<file path="src/design/lpbrf_pkg.sv">
package lpbrf_pkg;

    localparam int MODE_W         = 2;
    localparam int LEN_W          = 12;
    localparam int BYTE_W         = 8;
    localparam int STATUS_W       = 3;
    localparam int CFG_W          = 13;
    localparam int USED_W         = 13;
    localparam int MSGS_W         = 11;
    localparam int HDR_W          = 32;
    localparam int DEF_RING_BYTES = 4096;
    localparam int MIN_RING       = 8;
    localparam int HDR_BYTES      = 4;

    localparam logic [MODE_W-1:0] MODE_START = 2'd0;
    localparam logic [MODE_W-1:0] MODE_DATA  = 2'd1;
    localparam logic [MODE_W-1:0] MODE_POP   = 2'd2;
    localparam logic [MODE_W-1:0] MODE_CLEAR = 2'd3;

    localparam logic [STATUS_W-1:0] ST_OK       = 3'd0;
    localparam logic [STATUS_W-1:0] ST_NO_SPACE = 3'd1;
    localparam logic [STATUS_W-1:0] ST_EMPTY    = 3'd2;
    localparam logic [STATUS_W-1:0] ST_CORRUPT  = 3'd3;
    localparam logic [STATUS_W-1:0] ST_OOS      = 3'd4;

    typedef struct packed {
        logic                latch;
        logic                clear;
        logic                hdr_wr;
        logic                data_wr;
        logic                push_open_set;
        logic                push_commit;
        logic                rd_issue;
        logic                rd_from_head;
        logic                hdr_cap;
        logic [1:0]          byte_sel;
        logic                pop_begin;
        logic                pop_byte;
        logic                pop_commit;
        logic                res_load;
        logic [STATUS_W-1:0] res_status;
        logic                res_valid;
        logic                res_last;
    } cmd_t;

    typedef struct packed {
        logic [MODE_W-1:0] mode;
        logic              push_open;
        logic              pop_open;
        logic              no_space;
        logic              msg_zero;
        logic              used_lt4;
        logic              hdr_bad;
        logic              hdr_zero;
        logic              len_zero;
        logic              push_last;
        logic              pop_last;
    } flags_t;

endpackage

</file>
<file path="src/design/lpbrf_ctrl.sv">
module lpbrf_ctrl (
    input  logic            clk,
    input  logic            rst_n,
    input  logic            in_valid,
    output logic            in_ready,
    input  logic            out_ready,
    output logic            out_full,
    input  lpbrf_pkg::flags_t flags,
    output lpbrf_pkg::cmd_t   cmd
);
    import lpbrf_pkg::*;

    localparam logic [2:0] S_IDLE     = 3'd0;
    localparam logic [2:0] S_DISPATCH = 3'd1;
    localparam logic [2:0] S_HDRW     = 3'd2;
    localparam logic [2:0] S_HRD      = 3'd3;
    localparam logic [2:0] S_HLAST    = 3'd4;
    localparam logic [2:0] S_HEVAL    = 3'd5;
    localparam logic [2:0] S_PBYTE    = 3'd6;

    logic [2:0] state_reg, state_next;
    logic [1:0] cnt_reg, cnt_next;
    logic       full_reg, full_next;

    always_comb
    begin
        state_next = state_reg;
        cnt_next   = cnt_reg;
        cmd        = '0;
        in_ready   = 1'b0;
        case (state_reg)
            S_IDLE:
            begin
                in_ready = 1'b1;
                if (in_valid)
                begin
                    cmd.latch  = 1'b1;
                    state_next = S_DISPATCH;
                end
            end
            S_DISPATCH:
            begin
                if (!full_reg || out_ready)
                begin
                    state_next = S_IDLE;
                    case (flags.mode)
                        MODE_START:
                        begin
                            if (flags.push_open)
                            begin
                                cmd.res_load   = 1'b1;
                                cmd.res_status = ST_OOS;
                            end
                            else if (flags.no_space)
                            begin
                                cmd.res_load   = 1'b1;
                                cmd.res_status = ST_NO_SPACE;
                            end
                            else
                            begin
                                cmd.hdr_wr   = 1'b1;
                                cmd.byte_sel = 2'd0;
                                cnt_next     = 2'd1;
                                state_next   = S_HDRW;
                            end
                        end
                        MODE_DATA:
                        begin
                            cmd.res_load = 1'b1;
                            if (!flags.push_open)
                            begin
                                cmd.res_status = ST_OOS;
                            end
                            else
                            begin
                                cmd.res_status  = ST_OK;
                                cmd.data_wr     = 1'b1;
                                cmd.push_commit = flags.push_last;
                            end
                        end
                        MODE_POP:
                        begin
                            if (flags.pop_open)
                            begin
                                cmd.rd_issue = 1'b1;
                                state_next   = S_PBYTE;
                            end
                            else if (flags.msg_zero)
                            begin
                                cmd.res_load   = 1'b1;
                                cmd.res_status = ST_EMPTY;
                            end
                            else if (flags.used_lt4)
                            begin
                                cmd.clear      = 1'b1;
                                cmd.res_load   = 1'b1;
                                cmd.res_status = ST_CORRUPT;
                            end
                            else
                            begin
                                cmd.rd_issue     = 1'b1;
                                cmd.rd_from_head = 1'b1;
                                cnt_next         = 2'd1;
                                state_next       = S_HRD;
                            end
                        end
                        default:
                        begin
                            cmd.clear      = 1'b1;
                            cmd.res_load   = 1'b1;
                            cmd.res_status = ST_OK;
                        end
                    endcase
                end
            end
            S_HDRW:
            begin
                cmd.hdr_wr   = 1'b1;
                cmd.byte_sel = cnt_reg;
                cnt_next     = cnt_reg + 2'd1;
                if (cnt_reg == 2'd3)
                begin
                    cmd.push_commit   = flags.len_zero;
                    cmd.push_open_set = !flags.len_zero;
                    cmd.res_load      = 1'b1;
                    cmd.res_status    = ST_OK;
                    state_next        = S_IDLE;
                end
            end
            S_HRD:
            begin
                cmd.rd_issue = 1'b1;
                cmd.hdr_cap  = 1'b1;
                cmd.byte_sel = cnt_reg - 2'd1;
                cnt_next     = cnt_reg + 2'd1;
                if (cnt_reg == 2'd3)
                begin
                    state_next = S_HLAST;
                end
            end
            S_HLAST:
            begin
                cmd.hdr_cap  = 1'b1;
                cmd.byte_sel = 2'd3;
                state_next   = S_HEVAL;
            end
            S_HEVAL:
            begin
                if (flags.hdr_bad)
                begin
                    cmd.clear      = 1'b1;
                    cmd.res_load   = 1'b1;
                    cmd.res_status = ST_CORRUPT;
                    state_next     = S_IDLE;
                end
                else if (flags.hdr_zero)
                begin
                    cmd.pop_begin  = 1'b1;
                    cmd.pop_commit = 1'b1;
                    cmd.res_load   = 1'b1;
                    cmd.res_status = ST_OK;
                    cmd.res_last   = 1'b1;
                    state_next     = S_IDLE;
                end
                else
                begin
                    cmd.pop_begin = 1'b1;
                    cmd.rd_issue  = 1'b1;
                    state_next    = S_PBYTE;
                end
            end
            S_PBYTE:
            begin
                cmd.pop_byte   = 1'b1;
                cmd.pop_commit = flags.pop_last;
                cmd.res_load   = 1'b1;
                cmd.res_status = ST_OK;
                cmd.res_valid  = 1'b1;
                cmd.res_last   = flags.pop_last;
                state_next     = S_IDLE;
            end
            default:
            begin
                state_next = S_IDLE;
            end
        endcase
    end

    always_comb
    begin
        if (cmd.res_load)
        begin
            full_next = 1'b1;
        end
        else if (out_ready)
        begin
            full_next = 1'b0;
        end
        else
        begin
            full_next = full_reg;
        end
    end

    always_ff @(posedge clk or negedge rst_n)
    begin
        if (!rst_n)
        begin
            state_reg <= S_IDLE;
            cnt_reg   <= 2'd0;
            full_reg  <= 1'b0;
        end
        else
        begin
            state_reg <= state_next;
            cnt_reg   <= cnt_next;
            full_reg  <= full_next;
        end
    end

    assign out_full = full_reg;

endmodule

</file>
<file path="config.mk">
export PLATFORM = sky130hd
export DESIGN_NAME = lpbrf_ctrl
export DESIGN_NICKNAME = d
export VERILOG_FILES = /design/src/design/lpbrf_pkg.sv /design/src/design/lpbrf_ctrl.sv
export SDC_FILE = /design/constraint.sdc
export NUM_CORES = 1
export LEC_CHECK = 0
export BUFFER_PORTS_ARGS = -buffer_cell sky130_fd_sc_hd__buf_2
export CAP_MARGIN = 10
export CELL_PAD_IN_SITES_DETAIL_PLACEMENT = 0
export CELL_PAD_IN_SITES_GLOBAL_PLACEMENT = 1
export CORE_MARGIN = 4
export CORE_UTILIZATION = 28
export DETAILED_ROUTE_END_ITERATION = 8
export PLACE_DENSITY = 0.84
export RECOVER_POWER = 25
export SETUP_SLACK_MARGIN = 0.4
export SLEW_MARGIN = 40
export SYNTH_ARGS = -nofsm -noshare
export SYNTH_HDL_FRONTEND = slang
export SYNTH_SLANG_ARGS = --single-unit
</file>
<file path="constraint.sdc">
create_clock -name clk -period 1.3 [get_ports clk]
set_input_delay 0.065 -clock clk [delete_from_list [all_inputs] [get_ports clk]]
set_output_delay 0.065 -clock clk [all_outputs]
set_load 0.05 [all_outputs]
</file>
==> summary.md, run 1 <==
| Metric | Value |
|---|---|
| Core ar. | 2520 um^2 |
| Antenna cells | 0 |
| CP Capture Type | output port |
| Final wirelength | roughly 3200 um |
| Setup WS post-layout | -0.289 ns |
| GRT overflow | 0 |
| Async SR Flop Fraction | 100% |
| Die Width | 59.9 um |
| Main area contributors after synthesis | dfrtp_1, a21oi_1, o21ai_0 |
| RSZ-0062 raised after global routing | true |
| Critical setup path kind | reg -> out |
| Seq/Total Area, Yosys | 19.9% |
| Clock sinks | 6 |
| Yosys cell types | 44 |
| Net Switching | 0.00195 W |
| Initial antenna violation count | 0 |
| CP bufs+invs | 2 |
| Worst slew pin tran | about 0.37 ns |
| Multi-input gate area | 769 um^2 |
| Top-area cell type share of the netlist area | 19.9% |
| FF-to-FF path depth | 6 |
| Final nets | 190 |
| Status | finished with violations |
| Via Count | between 1,000 and 1,500 |
| CP max FO | 5 |
| PD cells | about 2300 nW/um^2 |
| # rows | 18 |
| CP dominant cell by count | buf_6 |
| Clk_skew | ~0.0015 ns |
| Number of port buffers | 37 |
| Reg area | ~150 um^2 |
| First-pass GRT wire length | 5060 um |
| Hold Worst Slack | 0.0849 ns |
| Clk pin slew, worst setup/hold paths | around 0.050 ns |
| Die H | 59.9 um |
| Synth Flop Type | dfrtp_1 |
| Pins Over Slew Limit | 0 |
| Syn Nets | 116 |
| M1 WL | 1270 um |
| WL met3 | 158 um |
| Post-synth EDFFs | 0 |
| Clock Path Buffers | 2 |
| Highest Signal Layer | met4 |
| CP top delay family | flip-flops |
| Max reg flops | 3 |
| Core Util, Final | 68.3% |
| Cells after Synth | 99 |
| DRT iter0 DRCs | 26 |
| Number of max-cap violations | 0 |
| Critical Path AT | between 1.5 and 2 ns |
| Syn avg cell area | approximately 7.6 um^2 |
| R2r endpoint | out_full$_DFFE_PN0P_ |
| Slowest CP cell | dfrtp_1 |
| Antenna Nets Post-Route | 0 |
| Fill count | 198 |
| CTS tree | done |
| VDD IR max | ~1.4 mV |
| Post-Syn Area | 754 um^2 |
| Final cycle utilization of the critical path | 122% |
| CP max stage delay | 0.43 ns |
| Worst hold path depth | 3 |
| Violated checks | negative setup slack |
| Internal cell power | 0.00194 W |
| Critical Path, Cell by Cell | buf_6 -> and3b_2 -> a31oi_4 -> nand3_2 -> buf_6 |
| Required time at the worst-slack endpoint | 1.24 ns |
| Initial Utilization | 29.9% |
| Final hold violations | 0 |
| H-tree Lvls | 1 |
| Switching part of the total power | between 50 and 60% |
| Final TNS setup | -5.43 ns |
| Fmax achieved | about 630 MHz |
| Reg power frac | between 10% and 20% |
| Hold worst-path end | state_reg[0]$_DFFE_PN0P_ |
| Reg2Reg Setup Slack | -0.16 ns |
| HP Start | in_valid |
| GP Congestion | 0.932 |
| Vias/cell | 5.17 |
| Post-route DRC | 0 |
| #FFs+latches synth | 6 |
| Crit start category | flip-flop |
| Worst skew pair latency | 0.25 ns |
| Clock share of power | about 4.7% |
| Ports | 38 |
| Largest net degree at the start of global routing | 10 |
| Yosys top cell by area | dfrtp_1 |
| DIE AREA | 3590 um^2 |
| Num CTS Buffers | 3 |
| Post-DR wirelength/cell | 15.7 um |
| HPWL after DPL | 2070 um |
| Max_slew headroom | 75.2% |
| Layout cells sized above 1 | 73.7% |
| Setup violators final | 25 |
| Min cycle time layout | ~1.6 ns |
| Tot GR Track Use | 18.6% |
| Post-synth top cells | a21oi_1, nand2_1, dfrtp_1, o21ai_0 |
| Clock Tree Root | clkbuf_4 |
| Yosys warnings | 0 |
| Area Overhead vs Synth | 128% |
| Leak Pwr | 0.767 nW |
| Via count of the first global-routing pass | 1,077 |
| Comb power frac | approximately 85% |
| Worst r2r src | state_reg[2]$_DFFE_PN0P_ |
| Metal2 WL | ~1700 um |
| Min-delay worst type | in -> reg |
| TritonRoute pass-1 iters | 4 |
==> what timing repair did <==
item                                    in CTS  in global routing
endpoints found under the setup margin      28                 28
pin swaps                                   15                  4
buffers inserted                            11                  5
endpoints found under the hold margin        6                  0
hold buffers                                 1                  0
gates resized for setup                     68                 16
==> cells by family after synthesis <==
kind of cell,Yosys count,synth area share [%]
DFF,6,19.9
AOI/OAI and AO/OA,32,27.7
adders and majority gates,1,1.66
buffers and inverters,15,10.4
muxes,2,2.82
xor gates and xnor gates,2,2.32
and+or+nand+nor,41,35.2
==> metal layers <==
layer / track usage, % / vias up
li1: - / 506
met1: 22.3 / 499
met2: 34.1 / 31
met3: 2.59 / 4
met4: 4.75 / 0
met5: 0 / -
==> power groups by stage <==
stage	clock (W)	combinational (W)	sequential (W)
after detailed placement	0	0.00233	0.000386
final	0.000181	0.00332	0.000389
after floorplan	0	0.00160	0.000409
after global routing	0.000194	0.00350	0.000398
after global placement	0	0.00230	0.000374
after CTS	0.000178	0.00300	0.000379
==> cell usage in the layout (no fill, tap or decap), types with 2 or more instances in the layout <==
cell	instances
buf_6	29
buf_4	25
buf_2	14
nand2_1	6
nor3_4	5
a21oi_1	5
buf_8	5
o21ai_4	4
inv_1	4
o21ai_0	4
inv_2	3
clkbuf_4	3
dfrtp_1	3
dfrtp_2	3
nor2_4	2
nand2b_4	2
xnor2_1	2
o21bai_1	2
nor2_1	2
a21oi_2	2
nor2_2	2
o22ai_1	2
nor3b_1	2
nor2b_4	2
nand3_2	2
and3_1	2
and3_4	2
a221oi_2	2
o21ai_1	2
buf_12	2
==> worst max-delay path by stage <==
stage                     slack [ns]  cells past startpoint      end                startpoint
after detailed placement       -0.21                      4   cmd[6]  state_reg[0]$_DFFE_PN0P_
final                          -0.29                      5   cmd[5]  state_reg[2]$_DFFE_PN0P_
after global placement         -0.16                      4   cmd[6]  state_reg[0]$_DFFE_PN0P_
after CTS                      -0.29                      5  cmd[13]  state_reg[1]$_DFFE_PN0P_
after floorplan                -0.39                      4  cmd[14]      out_full$_DFFE_PN0P_
after global routing           -0.35                      5   cmd[5]  state_reg[1]$_DFFE_PN0P_
==> per-stage QoR <==
step,worst slack [ns],total power [W],std cells,area [um^2]
after global placement,-0.164,0.00268,181,1260
after global routing,-0.348,0.00409,201,1720
final,-0.289,0.00389,201,1720
after floorplan,-0.391,0.00201,99,921
after detailed placement,-0.214,0.00272,181,1260
after CTS,-0.286,0.00355,196,1610
==> area by class of cell <==
cell class,count,share of cell area [%]
tap,30,2.18
sequential,6,8.93
multi-input combinational,78,44.7
timing repair buffer,77,41.4
inverter,7,1.53
clock buffer,3,1.31
==> worst register-to-register path: cells and delay by family (launching register included) <==
family | cells | cell delay (ns)
simple gates | 3 | 0.44
flops | 1 | 0.43
buf+inv | 2 | 0.29
compound gates | 1 | 0.17
Power figures use the tool's default switching activity.
==> inputs of run 2 (changes only) <==
Settings changed: CORE_ASPECT_RATIO set to 0.6.
==> summary.md, run 2 (synthesis gave the netlist of run 1 again) <==
| Metric | Value |
|---|---|
| Max_slew headroom | 76.6% |
| CP Capture Type | output port |
| CTS tree | done |
| Total power | slightly below 0.004 W |
| Required time at the worst-slack endpoint | 1.24 ns |
| Largest net degree at the start of global routing | 10 |
| Clk_skew | 0.00414 ns |
| Hold Worst Slack | 0.140 ns |
| Num CTS Buffers | 3 |
| Grt met2 use | about a quarter |
| Via Count | 1,006 |
| First-pass GRT wire length | 4420 um |
| VDD IR max | 1.57 mV |
| Leak Pwr | 0.751 nW |
| Vias/cell | a little over 5 |
| Fmax achieved | 661 MHz |
| Final Non-Filler Cells | ~200 |
| Die H | 48.2 um |
| Area Overhead vs Synth | 128% |
| Initial antenna violation count | 0 |
| Most frequent cells in the layout | buf_6, buf_4, buf_2 |
| Reg2Reg Setup Slack | -0.15 ns |
| GR peak layer | met2 |
| Pins Over Slew Limit | 0 |
| Antenna Nets Post-Route | 0 |
| Violated checks | negative setup slack |
| Number of max-cap violations | 0 |
| Final TNS setup | -3.53 ns |
| GRT overflow | 0 |
| Core ar. | roughly 2500 um^2 |
| Final nets | about 180 |
| Post-DR wirelength/cell | 14.9 um |
| Via count of the first global-routing pass | 950 |
| Worst skew pair latency | ~0.23 ns |
| Ports | 38 |
| Final cycle utilization of the critical path | 116% |
| Min cycle time layout | 1.51 ns |
| RSZ-0062 raised after global routing | true |
| Status | finished with violations |
| Clock Tree Root | clkbuf_8 |
| Clock Path Buffers | 2 |
| Met3 GRT Util | 6.38% |
| GP Congestion | roughly 0.85 |
| Antenna cells | 0 |
| H-tree Lvls | 1 |
| Critical Path AT | 1.45 ns |
| Critical setup path kind | reg -> out |
| Final hold violations | 0 |
| DIE AREA | approximately 3600 um^2 |
| Final Instance Area | 1720 um^2 |
| Most common cell after layout, fill and taps aside | buf_6 |
| Worst slew pin tran | 0.352 ns |
| Post-route DRC | 0 |
| DRT iter0 DRCs | 24 |
| Layout cells sized above 1 | 70.5% |
| Final wirelength | approximately 3000 um |
| Number of port buffers | 37 |
| # rows | 14 |
| Setup violators final | 25 |
| Setup WS post-layout | -0.213 ns |
| Max reg flops | 3 |
| Clock sinks | 6 |
| PD cells | 2270 nW/um^2 |
| Crit start category | flip-flop |
| HPWL after DPL | between 2000 and 2500 um |
| Initial Utilization | between 20% and 30% |
| Tot GR Track Use | 16.4% |
| Die Width | 75.0 um |
| CP max FO | 4 |
| # placed instances | 182 |
| Clk pin slew, worst setup/hold paths | 0.04 ns |
| Routing usage on met1 | 22.2% |
| DP Area | 1240 um^2 |
| Min-delay worst type | in -> reg |
| TritonRoute pass-1 iters | 4 |
-- run 2: cell types whose count changed in the layout (fill, tap and decap cells not counted), moves of 2 or more --
cell and change:
buf_6 -2, clkbuf_8 +3, clkbuf_4 -3, a21oi_2 -2
a21oi_1 +2, buf_8 +3, buf_4 -6
-- run 2: critical path, stage by stage (launching register included) --
cell	delay, ns
dfrtp_2	0.43
buf_4	0.16
and3b_2	0.22
a31oi_4	0.15
nand3_2	0.09
buf_8	0.16
-- run 2: where the power goes --
part	switching [W]	internal, W	total [W]
clock	0.0000904	0.000212	0.000302
sequential	0.0000921	0.000277	0.000370
combinational	0.00175	0.00147	0.00322
total	0.00194	0.00196	0.00390
-- run 2: cell type report --
cell class / instances / area (um^2)
multi-input cells: 78 / 769
repair buffers: 71 / 671
fillers: 208 / 821
flip-flops and latches: 6 / 155
well taps: 32 / 40.0
clock buffers: 4 / 45.0
inverters: 7 / 38.8
-- run 2: layer usage --
layer	share of wire [%]	wire (um)
met2	47	1400
met4	0	0
met3	8.9	263
met1	44	1290
met5	0	0
-- run 2: stage by stage --
step / utilization [%] / setup slack [ns]
final: 67.7 / -0.213
after floorplan: - / -0.391
after CTS: 62.4 / -0.220
after global placement: 49.0 / -0.0754
after global routing: 67.7 / -0.280
after detailed placement: 49.0 / -0.108
-- run 2: path summary, 6_finish.rpt --
path / start / to / cells after the start
min in group asynchronous: rst_n / out_full$_DFFE_PN0P_ / 2
worst max register to register: state_reg[1]$_DFFE_PN0P_ / state_reg[1]$_DFFE_PN0P_ / 7
worst min-delay path: in_valid / state_reg[0]$_DFFE_PN0P_ / 3
worst min register to register: cnt_reg[0]$_DFFE_PN0P_ / cnt_reg[0]$_DFFE_PN0P_ / 2
worst max-delay path: state_reg[1]$_DFFE_PN0P_ / cmd[5] / 5
max in group asynchronous: rst_n / state_reg[2]$_DFFE_PN0P_ / 2
-- run 2: what timing repair did --
action / 4_1_cts / 5_1_grt
buffers inserted: 8 / 3
hold buffers: 1 / 0
gates cloned: 0 / 0
gates resized for setup: 65 / 26
endpoints found under the setup margin: 28 / 27
hold endpoints to repair: 6 / 0
pin swaps: 15 / 7
==> inputs of run 3 (changes only) <==
Settings changed: ABC_AREA set to 1, CELL_PAD_IN_SITES_DETAIL_PLACEMENT 0 to not set, CELL_PAD_IN_SITES_GLOBAL_PLACEMENT 1 to not set, CORE_ASPECT_RATIO 0.6 to not set, CORE_UTILIZATION 28 to 39, PLACE_DENSITY 0.84 to 0.83.
==> summary.md, run 3 <==
| Metric | Value |
|---|---|
| Crit. endpoint post-GRT repair | cmd[13] |
| Seq/Total Area, Yosys | 21.3% |
| Async SR Flop Fraction | 100% |
| Clock sinks | 6 |
| Top-count cell post-synth | nand2_1 |
| Initial Utilization | 40.9% |
| Yosys warnings | 0 |
| Main area contributors after synthesis | dfrtp_1, nand2_1, nor2_1 |
| Worst EP kind | top-level output |
| HPWL after DPL | roughly 2000 um |
| Yosys top cell by area | dfrtp_1 |
| Post-Syn Area | 706 um^2 |
| Post-synth EDFFs | 0 |
| Ports | 38 |
| Synth Flop Type | dfrtp_1 |
| Stop Error | [ERROR DPL-0038] Utilization greater than 100%, impossible to legalize |
| Top-area cell type share of the netlist area | between 20% and 30% |
| Largest net degree at the start of global routing | 7 |
| GP Congestion | 0.840 |
| Status | stopped before the end |
| Die H | approximately 51 um |
| Clock Path Buffers | 2 |
| Post-synth top cells | nand2_1, nor2_1, inv_1 |
| Yosys cell types | 24 |
| Syn avg cell area | 5.93 um^2 |
| Cells after Synth | 119 |
| Failed at | global routing (5_1_grt) |
| Die Width | 50.5 um |
| Number of port buffers | 37 |
| #FFs+latches synth | 6 |
| H-tree Lvls | 1 |
| DP Area | between 1000 and 1500 um^2 |
| Syn Nets | ~140 |
| Clock Tree Root | clkbuf_4 |
| # rows | 15 |
| Num CTS Buffers | 3 |
==> run 3: cell count changes after synthesis, sizes merged, moves of 3 or more <==
cell,previous run,this run
a31oi,3,0
nor3,5,2
buf,7,4
nor2,6,21
inv,7,18
o21ai,11,5
nand2b,3,0
nor2b,3,0
nand2,8,36
and3,4,0
nand3,4,10
a21oi,7,3
o211ai,0,3
==> run 3: logic make-up after synthesis <==
kind of cell	after synthesis	share of synthesized area [%]
compound gates	14	12.6
flops	6	21.3
buf+inv	22	14.4
simple gates	76	50.0
fa+ha+maj	1	1.77
==> run 3: through the flow <==
step | hold WS (ns) | setup slack, ns | TNS (ns) | utilization, % | cells
3_5_place_dp | -0.107 | -0.166 | -1.66 | 67.9 | 198
3_3_place_gp | -0.106 | -0.110 | -1.00 | 67.9 | 198
4_1_cts | 0.170 | -0.296 | -4.79 | 89.9 | 216
2_1_floorplan | -0.231 | -0.466 | -2.78 | - | 119
==> run 3: timing repair <==
item / CTS
hold buffers: 1
setup buffers: 13
resized for setup: 73
pin swaps: 6
cloned: 0
endpoints found under the setup margin: 28
hold endpoints to repair: 6
==> inputs of run 4 (changes only) <==
Settings changed: CORE_AREA set to 4 4 65 67, CORE_MARGIN 4 to not set, CORE_UTILIZATION 39 to not set, DIE_AREA set to 0 0 69 71, PLACE_DENSITY 0.83 to not set, PLACE_DENSITY_LB_ADDON set to 0.15, SETUP_SLACK_MARGIN 0.4 to not set.
Clock period 1.3 ns to 1.7 ns, I/O delays scaled along.
==> summary.md, run 4 <==
| Metric | Value |
|---|---|
| Initial Utilization | 19.4% |
| Final nets | 178 |
| Max reg flops | 3 |
| GR peak layer | met2 |
| DRT iter0 DRCs | 27 |
| Syn avg cell area | ~5.9 um^2 |
| Slowest CP cell | dfrtp_2 |
| Main area contributors after synthesis | dfrtp_1, nand2_1, nor2_1 |
| Top-count cell post-synth | nand2_1 |
| Max_slew headroom | 60.4% |
| Post-route DRC | 0 |
| Status | finished clean |
| GP Congestion | 0.756 |
| Reg2Reg Setup Slack | 0.28 ns |
| DIE AREA | just under 5000 um^2 |
| Syn Nets | 136 |
| Top-area cell type share of the netlist area | 21.3% |
| Clock sinks | 6 |
| Setup violators final | 0 |
| Antenna Nets Post-Route | 0 |
| Critical Path, Cell by Cell | inv_1 -> nand2_1 -> buf_4 -> nor2_4 -> a22o_2 -> buf_2 |
| Min-delay worst type | in -> reg |
| Clock Tree Root | clkbuf_8 |
| Post-synth EDFFs | 0 |
| Largest net degree at the start of global routing | 9 |
| Clk_skew | 0.00563 ns |
| R2r endpoint | state_reg[1]$_DFFE_PN0P_ |
| VDD IR max | 0.860 mV |
| Core ar. | 3630 um^2 |
| Worst skew pair latency | 0.22 ns |
| CP Launch Point | state_reg[0]$_DFFE_PN0P_ |
| #FFs+latches synth | 6 |
| # placed instances | 202 |
| CP max stage delay | 0.46 ns |
| Post-Syn Area | 706 um^2 |
| Final cycle utilization of the critical path | 95.4% |
| Grt met2 use | 15.1% |
| Setup WS post-layout | 0.0775 ns |
| Seq/Total Area, Yosys | around a fifth |
| Via Count | 871 |
| Required time at the worst-slack endpoint | 1.62 ns |
| # rows | 22 |
| Most frequent cells in the layout | nand2_1, buf_2, nor2_1 |
| Met3 GRT Util | 3.27% |
| Worst r2r src | state_reg[2]$_DFFE_PN0P_ |
| Final Instance Area | 1070 um^2 |
| Clk pin slew, worst setup/hold paths | ~0.04 ns |
| Antenna cells | 0 |
| Clock Path Buffers | 2 |
| Initial antenna violation count | 0 |
| Die H | 71 um |
| Number of max-cap violations | 0 |
| Routing usage on met1 | 12.3% |
| CTS tree | done |
| DP Area | 972 um^2 |
| CP top delay family | buffers and inverters |
| Yosys warnings | 0 |
| HPWL after DPL | around 1900 um |
| CP max FO | 8 |
| DP Worst Slack | 0.113 ns |
| Final Non-Filler Cells | 208 |
| Yosys cell types | 24 |
| Min cycle time layout | 1.62 ns |
| Pins Over Slew Limit | 0 |
| H-tree Lvls | 1 |
| Synth Flop Type | dfrtp_1 |
| Cells after Synth | 119 |
| Setup crit end | cmd[6] |
| Tot GR Track Use | 9.35% |
| GRT overflow | 0 |
| Critical path depth in cells | 6 |
| TritonRoute pass-1 iters | 4 |
| First-pass GRT wire length | 3850 um |
| Critical Path AT | 1.54 ns |
| Number of port buffers | 37 |
| Post-synth top cells | nand2_1, nor2_1, inv_1 |
| CP bufs+invs | 3 |
| Final hold violations | 0 |
| Ports | 38 |
| Die Width | 69 um |
| PD cells | 1920 nW/um^2 |
| Area Overhead vs Synth | 51.1% |
| Async SR Flop Fraction | 100% |
| Num CTS Buffers | 3 |
| Total power | 0.00204 W |
| Crit start category | flip-flop |
| RSZ-0062 raised after global routing | true |
| FF-to-FF path depth | 8 |
| Final wirelength | 2230 um |
| Leak Pwr | 0.592 nW |
| Vias/cell | 4.19 |
| Post-DR wirelength/cell | 10.7 um |
| Worst slew pin tran | just under 0.6 ns |
| Fmax achieved | 616 MHz |
| CP Capture Type | output port |
| Layout cells sized above 1 | 38.1% |
| Most common cell after layout, fill and taps aside | nand2_1 |
| Via count of the first global-routing pass | 870 |
| Critical setup path kind | reg -> out |
| Yosys top cell by area | dfrtp_1 |
==> run 4: cell counts after synthesis <==
No cell type changed its count.
==> run 4: final cells by class <==
class	instances	area (um^2)
Timing Repair Buffer	41	239
Inverter	18	67.6
Fill cell	425	2570
Clock buffer	4	45.0
Multi-Input combinational cell	91	500
Sequential cell	6	154
Tap cell	48	60.1
==> run 4: metal layers <==
metal,vias up,routed length [um]
li1,465,-
met1,376,1050
met4,0,0
met5,-,0
met3,0,164
met2,30,1010
==> run 4: worst register-to-register path, cell delays in order (launching register included) <==
cell and delay [ns]:
dfrtp_2 0.46, inv_2 0.11, buf_4 0.14, nand2_1 0.08, or2_1 0.24, nand2_1 0.10
inv_1 0.07, nand2_1 0.06, nand2_1 0.04
==> run 4: stage by stage <==
| stage | utilization [%] | setup TNS [ns] | hold WS (ns) |
|---|---|---|---|
| floorplan | - | -0.316 | -0.211 |
| global placement | 26.8 | 0 | -0.0797 |
| detailed placement | 26.8 | 0 | -0.0812 |
| CTS | 28.6 | 0 | 0.196 |
| global route | 29.3 | -0.0564 | 0.214 |
| finish | 29.3 | 0 | 0.178 |
==> run 4: logic make-up after synthesis <==
| family | Yosys count | synth area share [%] |
|---|---|---|
| and+or+nand+nor | 76 | 50.0 |
| DFF | 6 | 21.3 |
| adders and majority gates | 1 | 1.77 |
| AOI/OAI and AO/OA | 14 | 12.6 |
| buffers and inverters | 22 | 14.4 |
==> run 4: power breakdown <==
part	switching, W	total (W)	leakage [nW]	internal [W]
registers	0.000106	0.000325	0.0716	0.000220
clock network	0.0000607	0.000222	0.0228	0.000161
logic	0.00107	0.00150	0.498	0.000431
total	0.00123	0.00204	0.592	0.000811
==> run 4: worst min-delay path by stage <==
| stage | from | depth (start not counted) | endpoint |
|---|---|---|---|
| 2_1_floorplan | rst_n | 0 | cnt_reg[0]$_DFFE_PN0P_ |
| 3_3_place_gp | rst_n | 1 | state_reg[0]$_DFFE_PN0P_ |
| 3_5_place_dp | rst_n | 1 | state_reg[0]$_DFFE_PN0P_ |
| 4_1_cts | out_ready | 4 | out_full$_DFFE_PN0P_ |
| 5_1_grt | out_ready | 4 | out_full$_DFFE_PN0P_ |
| 6_report | out_ready | 4 | out_full$_DFFE_PN0P_ |
==> run 4: what timing repair did <==
action,in CTS,in global routing
setup buffers,0,1
gates resized for setup,5,12
endpoints found under the hold margin,6,0
hold buffers,1,0
endpoints found under the setup margin,5,14
